### src/hdl/pmpe_pkg.sv
// ----------------------------------------------------------------------------
// pmpe_pkg
// Shared constants and types for the plus/minus/parenthesis evaluator.
// ----------------------------------------------------------------------------
package pmpe_pkg;

    localparam int NEST_DEPTH = 16;
    localparam int LEVEL_W    = $clog2(NEST_DEPTH + 1);
    localparam int ADDR_W     = (NEST_DEPTH > 1) ? $clog2(NEST_DEPTH) : 1;
    localparam int DATA_W     = 32;
    localparam int CHAR_W     = 8;
    localparam int FRAME_W    = DATA_W + 1;

    localparam logic [CHAR_W-1:0] CHAR_ZERO   = 8'h30;
    localparam logic [CHAR_W-1:0] CHAR_NINE   = 8'h39;
    localparam logic [CHAR_W-1:0] CHAR_PLUS   = 8'h2b;
    localparam logic [CHAR_W-1:0] CHAR_MINUS  = 8'h2d;
    localparam logic [CHAR_W-1:0] CHAR_LPAREN = 8'h28;
    localparam logic [CHAR_W-1:0] CHAR_RPAREN = 8'h29;

    // stack frame: saved sum and saved sign
    typedef struct packed {
        logic              sign_neg;
        logic [DATA_W-1:0] sum;
    } frame_t;

    // decoded word waiting for the execute step
    typedef struct packed {
        logic [CHAR_W-1:0] char_code;
        logic              is_last;
        logic              push_ok;
        logic              pop_ok;
        logic              stack_err;
        logic              unclosed;
        logic [ADDR_W-1:0] push_addr;
        logic              fwd_hit;
        frame_t            fwd_frame;
    } stage_t;

endpackage

### src/hdl/pmpe_char_if.sv
// ----------------------------------------------------------------------------
// pmpe_char_if
// Character channel: one ASCII character and a last flag per word.
// ----------------------------------------------------------------------------
interface pmpe_char_if;
    logic       valid;
    logic       ready;
    logic [7:0] char_code;
    logic       is_last;

    modport source (output valid, output char_code, output is_last, input ready);
    modport sink   (input valid, input char_code, input is_last, output ready);
endinterface

### src/hdl/pmpe_result_if.sv
// ----------------------------------------------------------------------------
// pmpe_result_if
// Result channel: expression value and error flag per word.
// ----------------------------------------------------------------------------
interface pmpe_result_if;
    logic               valid;
    logic               ready;
    logic signed [31:0] result_value;
    logic               error_flag;

    modport source (output valid, output result_value, output error_flag, input ready);
    modport sink   (input valid, input result_value, input error_flag, output ready);
endinterface

### src/hdl/pmpe_ram.sv
// ----------------------------------------------------------------------------
// pmpe_ram
// Generic simple dual-port RAM, one write port, one registered read port.
// ----------------------------------------------------------------------------
module pmpe_ram #(
    parameter int WIDTH = 8,
    parameter int DEPTH = 16
) (
    input  logic                                       clk,
    input  logic                                       we,
    input  logic [((DEPTH > 1) ? $clog2(DEPTH) : 1)-1:0] waddr,
    input  logic [WIDTH-1:0]                           wdata,
    input  logic                                       re,
    input  logic [((DEPTH > 1) ? $clog2(DEPTH) : 1)-1:0] raddr,
    output logic [WIDTH-1:0]                           rdata
);

    logic [WIDTH-1:0] mem [DEPTH];

    always_ff @(posedge clk)
    begin
        if (we)
        begin
            mem[waddr] <= wdata;
        end
        if (re)
        begin
            rdata <= mem[raddr];
        end
    end

endmodule

### src/hdl/plus_minus_paren_evaluator_core.sv
// ----------------------------------------------------------------------------
// plus_minus_paren_evaluator_core
// Streaming evaluator for expressions with plus, minus and parentheses.
//
// chars carries one ASCII character per word with is_last marking the end of
// an expression. results carries one word per expression: the 32-bit wrapped
// value and an error flag for stack overflow, underflow or open parentheses.
// Digits, signs and unknown characters are consumed; '(' and ')' push and pop
// a sum/sign frame held in a synchronous RAM of NEST_DEPTH entries.
// Throughput is one character per cycle unless a held result stalls a last
// character. A character is decoded and the stack RAM read at acceptance and
// executed from the decode register, which feeds the registered result word.
// A push followed at once by a pop of the same entry is served by forwarding
// the written frame around the RAM read port.
// While a result word is stalled, non-last characters keep flowing; a further
// last character waits in the execute stage until the result is taken.
// Reset clears the level, sum, sign and error state; the stack RAM is not
// cleared, since an entry is only used by a pop after it was pushed.
// ----------------------------------------------------------------------------
module plus_minus_paren_evaluator_core (
    input  logic clk,
    input  logic rst_n,
    pmpe_char_if.sink     chars,
    pmpe_result_if.source results
);
    import pmpe_pkg::*;

    // decode stage
    logic               s1_valid_reg, s1_valid_next;
    stage_t             s1_reg, s1_next;
    logic [LEVEL_W-1:0] level_reg, level_next;

    // execute state
    logic [DATA_W-1:0]  number_reg, number_next;
    logic [DATA_W-1:0]  sum_reg, sum_next;
    logic               sign_reg, sign_next;
    logic               err_reg, err_next;

    // output register
    logic               out_valid_reg, out_valid_next;
    logic [DATA_W-1:0]  out_value_reg, out_value_next;
    logic               out_err_reg, out_err_next;

    logic               accept;
    logic               exec;
    logic               is_lparen, is_rparen;
    logic               can_push, can_pop;
    logic [LEVEL_W-1:0] level_dec;
    logic [ADDR_W-1:0]  rd_addr;

    logic               ram_we;
    logic [ADDR_W-1:0]  ram_waddr;
    frame_t             ram_wframe;
    logic [FRAME_W-1:0] ram_rdata;
    frame_t             pop_frame;

    logic               is_digit;
    logic [DATA_W-1:0]  digit_val;
    logic [DATA_W-1:0]  num_acc;
    logic [DATA_W-1:0]  term;
    logic [DATA_W-1:0]  sum_fold;
    logic [DATA_W-1:0]  inner;

    // ---------------------------------------------------------------- decode
    assign exec   = s1_valid_reg && (!s1_reg.is_last || !out_valid_reg || results.ready);
    assign accept = chars.valid && chars.ready;
    assign chars.ready = !s1_valid_reg || exec;

    assign is_lparen = (chars.char_code == CHAR_LPAREN);
    assign is_rparen = (chars.char_code == CHAR_RPAREN);
    assign can_push  = (level_reg < LEVEL_W'(NEST_DEPTH));
    assign can_pop   = (level_reg != '0);
    assign level_dec = level_reg - LEVEL_W'(1);
    assign rd_addr   = level_dec[ADDR_W-1:0];

    always_comb
    begin
        level_next = level_reg;
        if (accept)
        begin
            if (is_lparen && can_push)
            begin
                level_next = level_reg + LEVEL_W'(1);
            end
            else if (is_rparen && can_pop)
            begin
                level_next = level_dec;
            end
        end
    end

    always_comb
    begin
        s1_next           = s1_reg;
        s1_valid_next     = s1_valid_reg;
        if (exec)
        begin
            s1_valid_next = 1'b0;
        end
        if (accept)
        begin
            s1_valid_next       = 1'b1;
            s1_next.char_code   = chars.char_code;
            s1_next.is_last     = chars.is_last;
            s1_next.push_ok     = is_lparen && can_push;
            s1_next.pop_ok      = is_rparen && can_pop;
            s1_next.stack_err   = (is_lparen && !can_push) || (is_rparen && !can_pop);
            s1_next.unclosed    = (level_next != '0);
            s1_next.push_addr   = level_reg[ADDR_W-1:0];
            // push being written this cycle lands on the entry we read
            s1_next.fwd_hit     = ram_we && (ram_waddr == rd_addr);
            s1_next.fwd_frame   = ram_wframe;
        end
    end

    // --------------------------------------------------------------- execute
    assign pop_frame = s1_reg.fwd_hit ? s1_reg.fwd_frame : frame_t'(ram_rdata);
    assign is_digit  = (s1_reg.char_code >= CHAR_ZERO) && (s1_reg.char_code <= CHAR_NINE);
    assign digit_val = DATA_W'(s1_reg.char_code - CHAR_ZERO);
    assign num_acc   = (number_reg << 3) + (number_reg << 1) + digit_val;

    always_comb
    begin
        if (is_digit)
        begin
            term = sign_reg ? (DATA_W'(0) - num_acc) : num_acc;
        end
        else
        begin
            term = sign_reg ? (DATA_W'(0) - number_reg) : number_reg;
        end
    end

    assign sum_fold = sum_reg + term;
    assign inner    = pop_frame.sign_neg ? (DATA_W'(0) - sum_fold) : sum_fold;

    assign ram_we              = exec && s1_reg.push_ok;
    assign ram_waddr           = s1_reg.push_addr;
    assign ram_wframe.sum      = sum_fold;
    assign ram_wframe.sign_neg = sign_reg;

    always_comb
    begin
        number_next = number_reg;
        sum_next    = sum_reg;
        sign_next   = sign_reg;
        err_next    = err_reg;
        if (exec)
        begin
            err_next = err_reg || s1_reg.stack_err;
            if (is_digit)
            begin
                if (s1_reg.is_last)
                begin
                    sum_next    = sum_fold;
                    number_next = '0;
                end
                else
                begin
                    number_next = num_acc;
                end
            end
            else
            begin
                number_next = '0;
                sum_next    = sum_fold;
                case (s1_reg.char_code)
                    CHAR_PLUS:
                    begin
                        sign_next = 1'b0;
                    end
                    CHAR_MINUS:
                    begin
                        sign_next = 1'b1;
                    end
                    CHAR_LPAREN:
                    begin
                        if (s1_reg.push_ok)
                        begin
                            sum_next  = '0;
                            sign_next = 1'b0;
                        end
                    end
                    CHAR_RPAREN:
                    begin
                        if (s1_reg.pop_ok)
                        begin
                            sum_next = pop_frame.sum + inner;
                        end
                    end
                    default:
                    begin
                        sum_next = sum_fold;
                    end
                endcase
            end
        end
    end

    // ---------------------------------------------------------------- output
    always_comb
    begin
        out_valid_next = out_valid_reg;
        out_value_next = out_value_reg;
        out_err_next   = out_err_reg;
        if (results.ready)
        begin
            out_valid_next = 1'b0;
        end
        if (exec && s1_reg.is_last)
        begin
            out_valid_next = 1'b1;
            out_value_next = sum_next;
            out_err_next   = err_next || s1_reg.unclosed;
        end
    end

    assign results.valid        = out_valid_reg;
    assign results.result_value = $signed(out_value_reg);
    assign results.error_flag   = out_err_reg;

    // ------------------------------------------------------------- registers
    always_ff @(posedge clk or negedge rst_n)
    begin
        if (!rst_n)
        begin
            s1_valid_reg  <= 1'b0;
            level_reg     <= '0;
            number_reg    <= '0;
            sum_reg       <= '0;
            sign_reg      <= 1'b0;
            err_reg       <= 1'b0;
            out_valid_reg <= 1'b0;
        end
        else
        begin
            s1_valid_reg  <= s1_valid_next;
            out_valid_reg <= out_valid_next;
            // a finished expression returns the level and execute state to reset
            if (accept && chars.is_last)
            begin
                level_reg <= '0;
            end
            else
            begin
                level_reg <= level_next;
            end
            if (exec && s1_reg.is_last)
            begin
                number_reg <= '0;
                sum_reg    <= '0;
                sign_reg   <= 1'b0;
                err_reg    <= 1'b0;
            end
            else
            begin
                number_reg <= number_next;
                sum_reg    <= sum_next;
                sign_reg   <= sign_next;
                err_reg    <= err_next;
            end
        end
    end

    always_ff @(posedge clk)
    begin
        s1_reg        <= s1_next;
        out_value_reg <= out_value_next;
        out_err_reg   <= out_err_next;
    end

    // ------------------------------------------------------------ stack RAM
    pmpe_ram #(
        .WIDTH (FRAME_W),
        .DEPTH (NEST_DEPTH)
    ) u_stack (
        .clk   (clk),
        .we    (ram_we),
        .waddr (ram_waddr),
        .wdata (FRAME_W'(ram_wframe)),
        .re    (accept),
        .raddr (rd_addr),
        .rdata (ram_rdata)
    );

endmodule
### src/flat_wrapper.sv
// flat-port wrapper written by rule: the top's interface ports become plain ports
module plus_minus_paren_evaluator_core_flat import pmpe_pkg::*;
  (clk, rst_n, chars_valid, chars_char_code, chars_is_last, chars_ready, results_valid, results_result_value, results_error_flag, results_ready);
  pmpe_char_if chars_i ();
  pmpe_result_if results_i ();
  input  logic clk;
  input  logic rst_n;
  input wire logic [$bits(chars_i.valid)-1:0] chars_valid;
  input wire logic [$bits(chars_i.char_code)-1:0] chars_char_code;
  input wire logic [$bits(chars_i.is_last)-1:0] chars_is_last;
  output wire logic [$bits(chars_i.ready)-1:0] chars_ready;
  output wire logic [$bits(results_i.valid)-1:0] results_valid;
  output wire logic [$bits(results_i.result_value)-1:0] results_result_value;
  output wire logic [$bits(results_i.error_flag)-1:0] results_error_flag;
  input wire logic [$bits(results_i.ready)-1:0] results_ready;
  assign chars_i.valid = chars_valid;
  assign chars_i.char_code = chars_char_code;
  assign chars_i.is_last = chars_is_last;
  assign chars_ready = chars_i.ready;
  assign results_valid = results_i.valid;
  assign results_result_value = results_i.result_value;
  assign results_error_flag = results_i.error_flag;
  assign results_i.ready = results_ready;
  plus_minus_paren_evaluator_core u_core (.clk(clk), .rst_n(rst_n), .chars(chars_i), .results(results_i));
endmodule
### config.mk
export PLATFORM = sky130hd
export DESIGN_NAME = plus_minus_paren_evaluator_core_flat
export DESIGN_NICKNAME = d
export VERILOG_FILES = /design/src/hdl/pmpe_pkg.sv /design/src/hdl/pmpe_char_if.sv /design/src/hdl/pmpe_result_if.sv /design/src/hdl/pmpe_ram.sv /design/src/hdl/plus_minus_paren_evaluator_core.sv /design/src/flat_wrapper.sv
export SDC_FILE = /design/constraint.sdc
export NUM_CORES = 1
export LEC_CHECK = 0
export BUFFER_PORTS_ARGS = -buffer_cell sky130_fd_sc_hd__buf_2
export CAP_MARGIN = 20
export CORE_MARGIN = 8
export CORE_UTILIZATION = 30
export CTS_CLUSTER_DIAMETER = 150
export CTS_CLUSTER_SIZE = 8
export DETAILED_ROUTE_END_ITERATION = 7
export PLACE_DENSITY_LB_ADDON = 0.3
export SLEW_MARGIN = 40
export SYNTH_ARGS = -nofsm -noshare
export SYNTH_HDL_FRONTEND = slang
export SYNTH_HIERARCHICAL = 1
export SYNTH_SLANG_ARGS = --single-unit
### constraint.sdc
create_clock -name clk -period 12.4 [get_ports clk]
set_input_delay 2.48 -clock clk [delete_from_list [all_inputs] [get_ports clk]]
set_output_delay 2.48 -clock clk [all_outputs]
set_load 0.05 [all_outputs]
After elaboration in Yosys (flattened, before gate mapping) --
Memory sizes are Yosys's and may differ from the RTL's. A register that Yosys moved wholly into a read port is not among the register bits. Cells that the tools add are included.
Word-level totals: RAM bits 528, output and inout port bits 35, bits in registers 157, input port bits 13, memories kept 1
Memory list:
- u_core.u_stack.mem | words 16, bits a word 33, rd ports 1, clocked after memory_dff 1, write ports 1, line pmpe_ram.sv:18 | logic [WIDTH-1:0] mem [DEPTH];
Cells by class: $lt $le $gt $ge 3, multiplexer cells 33, equal/unequal tests 9, $add $sub $neg 10, reductions and logical operators 29
Operators with widths (count):
- two-way mux 32 bit | 14
- adder 32 bit | 4
- subtractor 1 x 32 -> 32 bit, first input constant | 3
- one-hot mux 32 bit (2 select lines) | 1
- equality test 8 x 6 -> 1 bit, second input constant | 6
- two-way mux 33 bit | 1
- two-way mux 5 bit | 4
- two-way mux 1 bit | 12
- logical AND 1 bit | 11
- nonzero test 5 bit | 2
- subtractor 8 x 6 -> 9 bit, second input constant | 1
- >= comparator 8 x 6 -> 1 bit, second input constant | 1
- less-or-equal comparator 8 x 6 -> 1 bit, second input constant | 1
- logical OR 1 bit | 6
- nonzero test 2 bit | 3
- adder 5 x 1 -> 5 bit, second input constant | 1
- zero test 1 bit | 5
- less-than comparator 5 bit, second input constant | 1
- subtractor 5 x 1 -> 5 bit, second input constant | 1
- equality test 4 bit | 1
- AND reduction 4 bit | 1
- nonzero test 4 bit | 1
- inequality test 3 x 1 -> 1 bit, second input constant | 1
- one-hot mux 1 bit (3 select lines) | 1
- inequality test 2 bit, second input constant | 1

Depth between registers and ports, before layout --
Gate-level depths: netlist of run 1.
word-level depth 14, depth in mapped cells 43, depth with buffers taken out 41

Hierarchy --
Netlist of run 1, hierarchy kept.
By module, submodules not included:
- pmpe_ram | sequential area each 16846.2 µm², area each 20961.4 µm², times used 1, cells an instance 864
- plus_minus_paren_evaluator_core | sequential area each 4349.2 µm², area each 15287.2 µm², times used 1, cells an instance 1780

Worst setup path after synthesis of run 1 --
Ideal clock, no wire load.
kind reg-to-reg, start register u_core/s1_reg[47] (netlist name), end register u_core.out_value_reg[31] (netlist: u_core/results.result_value[31]) (data pin), arrival 12.322 ns, path slack -0.078 ns, setup time 0.157 ns, data required time 12.243 ns, clock period less this slack 12.478 ns, cell stages (with the launch flop) 36, cell sequence edfxtp_1 ha_1 nor3_1 fa_1 ha_1 nor3b_1 a221o_1 a211oi_1 and4_1 nand2b_1 nand4bb_1 or2_2 o31ai_1 xor2_1 o21ai_0 ha_1 and3_1 a21boi_0 a31oi_1 mux2_2 a2111oi_0 nor2_1 or4b_1 nor4_1 nor2_1 xor2_1 ha_1 or3_1 o21ai_0 inv_1 a21o_1 and2_1 a221oi_1 a31oi_1 or3_1 a32oi_1
Between the ends: word-level cells in the longest chain between the ends 13
Ends and longest elaborated chain:
- from (decl) | line plus_minus_paren_evaluator_core.sv:30 | stage_t s1_reg, s1_next;
- from (signal assigned) | line plus_minus_paren_evaluator_core.sv:267 | s1_reg <= s1_next;
- subtractor 8 x 6 -> 9 bit | line plus_minus_paren_evaluator_core.sv:119 | assign digit_val = DATA_W'(s1_reg.char_code - CHAR_ZERO);
- adder 32 bit | line plus_minus_paren_evaluator_core.sv:120 | assign num_acc = (number_reg << 3) + (number_reg << 1) + digit_val;
- subtractor 1 x 32 -> 32 bit | line plus_minus_paren_evaluator_core.sv:126 | term = sign_reg ? (DATA_W'(0) - num_acc) : num_acc;
- two-way mux 32 bit | line plus_minus_paren_evaluator_core.sv:126
- two-way mux 32 bit (*) | line plus_minus_paren_evaluator_core.sv:124 | if (is_digit)
- adder 32 bit (*) | line plus_minus_paren_evaluator_core.sv:134 | assign sum_fold = sum_reg + term;
- named net u_core.sum_fold[26] | line plus_minus_paren_evaluator_core.sv:61 | logic [DATA_W-1:0] sum_fold;
- subtractor 1 x 32 -> 32 bit | line plus_minus_paren_evaluator_core.sv:135 | assign inner = pop_frame.sign_neg ? (DATA_W'(0) - sum_fold) : sum_fold;
- two-way mux 32 bit (*) | line plus_minus_paren_evaluator_core.sv:135
- adder 32 bit (*) | line plus_minus_paren_evaluator_core.sv:188 | sum_next = pop_frame.sum + inner;
- two-way mux 32 bit (*) | line plus_minus_paren_evaluator_core.sv:186 | if (s1_reg.pop_ok)
- one-hot mux 32 bit (2 select lines) (*) | line plus_minus_paren_evaluator_core.sv:167 | case (s1_reg.char_code)
- two-way mux 32 bit (*) | line plus_minus_paren_evaluator_core.sv:151 | if (is_digit)
- two-way mux 32 bit (*) | line plus_minus_paren_evaluator_core.sv:148 | if (exec)
- named net u_core.sum_next[31] | line plus_minus_paren_evaluator_core.sv:35 | logic [DATA_W-1:0] sum_reg, sum_next;
- to (signal assigned) | line plus_minus_paren_evaluator_core.sv:268 | out_value_reg <= out_value_next;
- to (decl) | line plus_minus_paren_evaluator_core.sv:41 | logic [DATA_W-1:0] out_value_reg, out_value_next;
Mark *: on every way through the listed nets, which the timed path passes. The rest lies on a longest branch. A chain may end at the register's enable or synchronous reset.

Final worst setup path of run 1 --
Same ends and word-level chain as after synthesis.

==> flow_metrics.tcl, run 1 <==
set metrics [dict create \
    numCtsBuffers 99 \
    core_area_um2 120000 \
    grt_setup_unrepaired "no" \
    rows 127 \
    pin_count 48 \
    worst_ep_arrival_time_ns 11.23 \
    period_needed_ns 10.74 \
    clkPwrFrac 0.367 \
    initial_core_util 0.3021 \
    grt_pass1_wl_mm 152.1 \
    via_count 23550 \
    netlist_area_um2 36250 \
    clkTransAtPathRegs_ns 0.06 \
    drc 0 \
    ys_warn_count 6 \
    synth_edf_count 645 \
    worstSkewPairLatency_ns 0.69 \
    mostFrequentLayoutCell "edfxtp_1" \
    place_hpwl_mm 65.18 \
    dieArea_um2 132200 \
    port_buffers 47 \
    cp_max_fo 21 \
    yosys.area_share.simple 0.09002 \
    antenna_found_initial 3 \
    placed_cell_area_um2 38650 \
    cts.sinks 718 \
    synth_top_family_by_area "compound AO/OA/AOI/OAI gates" \
    insertedDiodeCount 0 \
    cts-resized-gates 0 \
    max_freq_mhz 93.07 \
    die-width_um 363.6 \
    crit_required_ns 12.89 \
    post_cts_buffers 0 \
    vias_per_cell 5.376 \
    netlist_instances 2644 \
    synth-seq-cells 718 \
    clockBufferDepth 3 \
    path_class "reg -> reg" \
    slowest_delay_ns 0.65 \
    layout_common_cells "edfxtp_1 (645), nand2_1 (183), a21oi_1 (143), nor2_1 (140), o21ai_0 (132)" \
    fillers 11600 \
    timing_hold_violations_final 0 \
    grt_pass1_vias 23110 \
    synth_cell_types 87 \
    cts-hold-fix-buffers 0 \
    routedWlPerCell_um 23.37 \
    finalSetupViolations 0 \
    synth_fp_nets 2791 \
    ir_drop_mv 0.1089 \
    stdcell_area_um2 41370 \
    status "complete, no violations" \
    worst_slew_pin_slew_ns 0.9104 \
    h-tree-depth 3 \
    internal_power_mw 4.739 \
    grt_max_degree 79 \
    drive_above_1_share 0.1568 \
    drv_slew 0 \
    post-route-period-util 0.8665 \
    syn_area_per_cell_um2 13.71 \
    largest_register_ffs 528 \
    wirelength_mm 102.4 \
    power_density_nw_per_um2 160.7 \
    gp_congestion 0.8936 \
    p_switching_mw 1.910 \
    pwr-share-seq 0.440 \
    p_leak_nw 14.87 \
    ant_nets 0 \
    drv_cap 0 \
    grt_usage 0.1513 \
    synthAdderAreaFrac 0.05267 \
    die_h_um 363.6 \
    power_mw 6.649 \
    synth_xor_area_frac 0.03552 \
    areaGrowthSynthToFinish_pct 14.13 \
    end_kind "flip-flop" \
    synth_mux_area_frac 0.09761 \
    slew_headroom 0.3930 \
    ys.flop_type "edfxtp_1" \
    p_comb_frac 0.193 \
    min_path_type "reg -> reg" \
    synth_seq_area_share 0.5847 \
    critical_path_buf_inv_count 1 \
    nets 2884 \
    overflow 0 \
    cts_tree "built" \
    cts_root_buf "clkbuf_16" \
    drt-pass1-iter-count 5 \
    setup_tns_ns 0 \
    switching_share 0.2873 \
    synth_async_sr_flop_share 0.1017 \
    start_kind "flip-flop" \
    synth_compound_area_frac 0.1171 \
    drt_iter0_drc 2199 \
    cp_common_cell "ha_1" \
    crit_family "simple AND/OR/NAND/NOR gates" \
    clock_skew_ns 0.04696 \
    cp_slowest_cell "nor4b_1" \
]
worst register-to-register path, delay by kind of cell (launching register included):
kind	cells	cell delay [ns]
AO/OA/AOI/OAI	12	3.19
buffers and inverters	1	0.45
AND/OR/NAND/NOR	16	4.47
XOR/XNOR	2	0.17
flip-flops	1	0.44
adder cells (fa/ha/maj)	5	1.89
kinds of logic after synthesis:
logic type      count (synthesis)
flops                         718
compound gates                639
buf+inv                       174
xor+xnor                      147
mux                           176
simple gates                  656
fa+ha+maj                     134
stage by stage:
step,hold WS [ns],setup slack (ns),util,cells
CTS,0.5058,1.689,0.3447,4380
finish,0.4996,1.655,0.3449,4380
floorplan,0.4231,0.9586,-,2644
global route,0.5334,0.7838,0.3449,4380
detailed placement,0.4799,1.712,0.3221,4248
global placement,0.4698,1.949,0.3218,4247
Yosys cell counts (21+ instances only):
master / instances / area, um2
a211oi_1: 32 / 240.2
a21o_1: 44 / 330.3
a21oi_1: 143 / 715.7
a22oi_1: 70 / 525.5
and2_1: 41 / 256.5
and3_1: 24 / 150.1
clkbuf_1: 86 / 322.8
dfrtp_1: 73 / 1827
edfxtp_1: 645 / 19370
fa_1: 31 / 620.6
ha_1: 103 / 1289
inv_1: 53 / 198.9
mux2_2: 33 / 371.6
mux4_2: 114 / 2567
nand2_1: 187 / 701.9
nand3_1: 49 / 245.2
nand4_1: 21 / 131.4
nor2_1: 154 / 578.1
nor3_1: 43 / 215.2
o21a_1: 29 / 217.7
o21ai_0: 133 / 665.6
o31ai_1: 21 / 157.7
or3_1: 24 / 150.1
xnor2_1: 84 / 735.7
xor2_1: 63 / 551.8
final cells by class:
| cell class | count | area, um2 | share of cell area |
|---|---|---|---|
| flip-flops and latches | 718 | 21200 | 0.5123 |
| multi-input cells | 1752 | 14490 | 0.3503 |
| clock buffers | 125 | 2596 | 0.06275 |
| well taps | 1612 | 2017 | 0.04875 |
| repair buffers | 111 | 738.2 | 0.01784 |
| inverters | 55 | 221.5 | 0.005353 |
| clock inverters | 7 | 111.4 | 0.002692 |
power by group through the flow:
stage | clock [mW] | sequential (mW) | combinational (mW)
finish | 2.44 | 2.93 | 1.28
global route | 2.57 | 2.93 | 1.40
CTS | 2.49 | 2.93 | 1.28
detailed placement | 0 | 2.97 | 1.27
global placement | 0 | 2.97 | 1.27
floorplan | 0 | 2.99 | 0.812
per-layer routing:
layer  global-route usage  wire length, um
met4              0.04521             2628
met3              0.02419             6064
met2               0.2351            46650
met1               0.2174            47020
met5                    0                0
final timing paths:
path	from	end	slack, ns	cells after the start
setup / recovery	u_core/s1_reg[47]	u_core/results.result_value[31]	1.66	36
hold / removal	u_core/err_reg	u_core/err_reg	0.50	2
hold reg to reg	u_core/err_reg	u_core/err_reg	0.50	2
min in group asynchronous	rst_n	u_core/sum_reg[21]	1.74	1
max in group asynchronous	rst_n	u_core/sign_reg	9.54	2
setup reg to reg	u_core/s1_reg[47]	u_core/results.result_value[31]	1.66	36
Power figures use the tool's default switching activity.
==> run 2: changes to the inputs <==
--- a/config.mk
+++ b/config.mk
@@ -16,5 +16,4 @@
 export SLEW_MARGIN = 40
 export SYNTH_ARGS = -nofsm -noshare
 export SYNTH_HDL_FRONTEND = slang
-export SYNTH_HIERARCHICAL = 1
 export SYNTH_SLANG_ARGS = --single-unit
==> run 2 against run 1 <==
Register-to-register slack improved by 0.17 ns; first-iteration DRC count up 1.6%; utilization increased by 0.16 points; sequential share of layout area down 0.099 points; die area decreased by 0.45%; highest routed layer unchanged.
==> flow_metrics.tcl, run 2 <==
set metrics [dict create \
    p_leak_nw 14.29 \
    syn_area_per_cell_um2 14.32 \
    drv_slew 0 \
    worst_ep_arrival_time_ns 11.00 \
    h-tree-depth 3 \
    numCtsBuffers 99 \
    grt_setup_unrepaired "no" \
    routedWlPerCell_um 22.99 \
    synth_most_common_cell "edfxtp_1" \
    instances_no_fill 4262 \
    core_area_um2 119700 \
    initial_core_util 0.3015 \
    max_freq_mhz 94.58 \
    status "complete, no violations" \
    wirelength_mm 98.00 \
    clkTransAtPathRegs_ns 0.06 \
    netlist_instances 2520 \
    clockBufferDepth 3 \
    power_density_nw_per_um2 159.5 \
    rows 127 \
    synth_area_leader_cell "edfxtp_1" \
    post-route-period-util 0.8527 \
    slowest_delay_ns 0.63 \
    timing_hold_violations_final 0 \
    die-width_um 362.8 \
    insertedDiodeCount 0 \
    dp.cells 4124 \
    via_count 22460 \
    worst_slew_pin_slew_ns 0.8195 \
    largest_register_ffs 528 \
    overflow 0 \
    synth_seq_area_share 0.5875 \
    start_kind "flip-flop" \
    setup_tns_ns 0 \
    areaGrowthSynthToFinish_pct 14.91 \
    cp_max_fo 24 \
    ys_top_cells_by_area "edfxtp_1 (54%), mux4_2 (10%), dfrtp_1 (5.1%), ha_1 (3.6%), xnor2_1 (2.5%)" \
    netlist_area_um2 36080 \
    worst_slack_ns 1.827 \
    drc 0 \
    ir_drop_mv 0.1150 \
    slew_headroom 0.4490 \
    grt_max_degree 82 \
    synth_fp_nets 2667 \
    vias_per_cell 5.271 \
    worstSkewPairLatency_ns 0.67 \
    grt_pass1_vias 22190 \
    synth_cell_types 91 \
    netlist_top_cells_count "edfxtp_1 (645), mux4_2 (166), nand2_1 (146), a21oi_1 (139), o21ai_0 (134)" \
    finalSetupViolations 0 \
    drive_above_1_share 0.1879 \
    layout_common_cells "edfxtp_1 (645), mux4_2 (166), nand2_1 (145), a21oi_1 (139), o21ai_0 (134)" \
    grt_pass1_wl_mm 147.0 \
    nets 2760 \
    min_path_type "reg -> reg" \
    ant_nets 0 \
    cp_slowest_cell "or4_4" \
    drt-pass1-iter-count 5 \
    crit_family "compound AO/OA/AOI/OAI gates" \
    cts.sinks 718 \
    mostFrequentLayoutCell "edfxtp_1" \
    synth_edf_count 645 \
    ys_warn_count 0 \
    ys.flop_type "edfxtp_1" \
    die_h_um 362.8 \
    port_buffers 47 \
    crit_required_ns 12.83 \
    post_cts_buffers 0 \
    synth_async_sr_flop_share 0.1017 \
    dieArea_um2 131600 \
    antenna_found_initial 6 \
    drt_iter0_drc 2234 \
    cts_tree "built" \
    synth_top_area_frac 0.5368 \
    cts_root_buf "clkbuf_16" \
    critical_path_buf_inv_count 1 \
    drv_cap 0 \
    synth-seq-cells 718 \
    cts-hold-fix-buffers 0 \
    post-place-ws_ns 1.833 \
    period_needed_ns 10.57 \
    place_hpwl_mm 63.48 \
    path_class "reg -> reg" \
    end_kind "flip-flop" \
    pin_count 48 \
    gp_congestion 0.8427 \
    clock_skew_ns 0.05874 \
    grt_usage 0.1455 \
    cts-resized-gates 0 \
]
-- run 2: metrics by stage --
stage	util	hold slack (ns)	area (um2)	total power, mW
6_report	0.3465	0.4853	41460	6.614
5_1_grt	0.3465	0.5424	41460	6.885
4_1_cts	0.3464	0.4827	41440	6.673
3_5_place_dp	0.3236	0.4701	38710	4.217
3_3_place_gp	0.3225	0.4625	38590	4.207
2_1_floorplan	-	0.4498	36080	3.795
-- run 2: logic make-up (layout without fill, tap and decap cells) --
kind of cell	Yosys count	in the layout	share of synthesized area
DFF	718	718	0.5875
AOI/OAI and AO/OA	564	564	0.1051
and+or+nand+nor	550	550	0.07733
muxes	208	208	0.1165
xor gates and xnor gates	173	173	0.04262
buffers and inverters	173	303	0.01810
adders and majority gates	134	134	0.05292
-- run 2: per-layer routing --
layer	GRT usage	up-vias	share of wire
li1	-	10090	-
met1	0.2096	11560	0.46
met2	0.2301	710	0.46
met3	0.02197	100	0.061
met4	0.03561	0	0.018
met5	0	-	0
-- run 2: worst min-delay path: cells and delay by family (launching register included) --
family	cells	cell delay, ns
AND/OR/NAND/NOR	1	0.08
flip-flops	1	0.32
AO/OA/AOI/OAI	1	0.05
-- run 2: path summary, 6_finish.rpt --
kind | from | endpoint | slack, ns | depth (start not counted)
setup / recovery | u_core.s1_reg[47] | u_core.results.result_value[31] | 1.83 | 37
hold / removal | u_core.err_reg | u_core.err_reg | 0.49 | 2
setup reg to reg | u_core.s1_reg[47] | u_core.results.result_value[31] | 1.83 | 37
hold reg to reg | u_core.err_reg | u_core.err_reg | 0.49 | 2
max in group asynchronous | rst_n | u_core.level_reg[0] | 9.53 | 2
min in group asynchronous | rst_n | u_core.sum_reg[16] | 1.78 | 1
-- run 2: area by class of cell --
class | instances | area, um2
Clock inverter | 7 | 131.4
Timing Repair Buffer | 105 | 733.2
Clock buffer | 131 | 2597
Tap cell | 1612 | 2017
Sequential cell | 718 | 21200
Inverter | 60 | 225.2
Fill cell | 11500 | 78190
Multi-Input combinational cell | 1629 | 14560
-- run 2: power breakdown --
group	leakage [nW]	total [mW]	internal (mW)	switching (mW)
Clock	1.31	2.44	1.44	0.994
Sequential	6.94	2.92	2.87	0.0499
Combinational	6.04	1.26	0.431	0.827
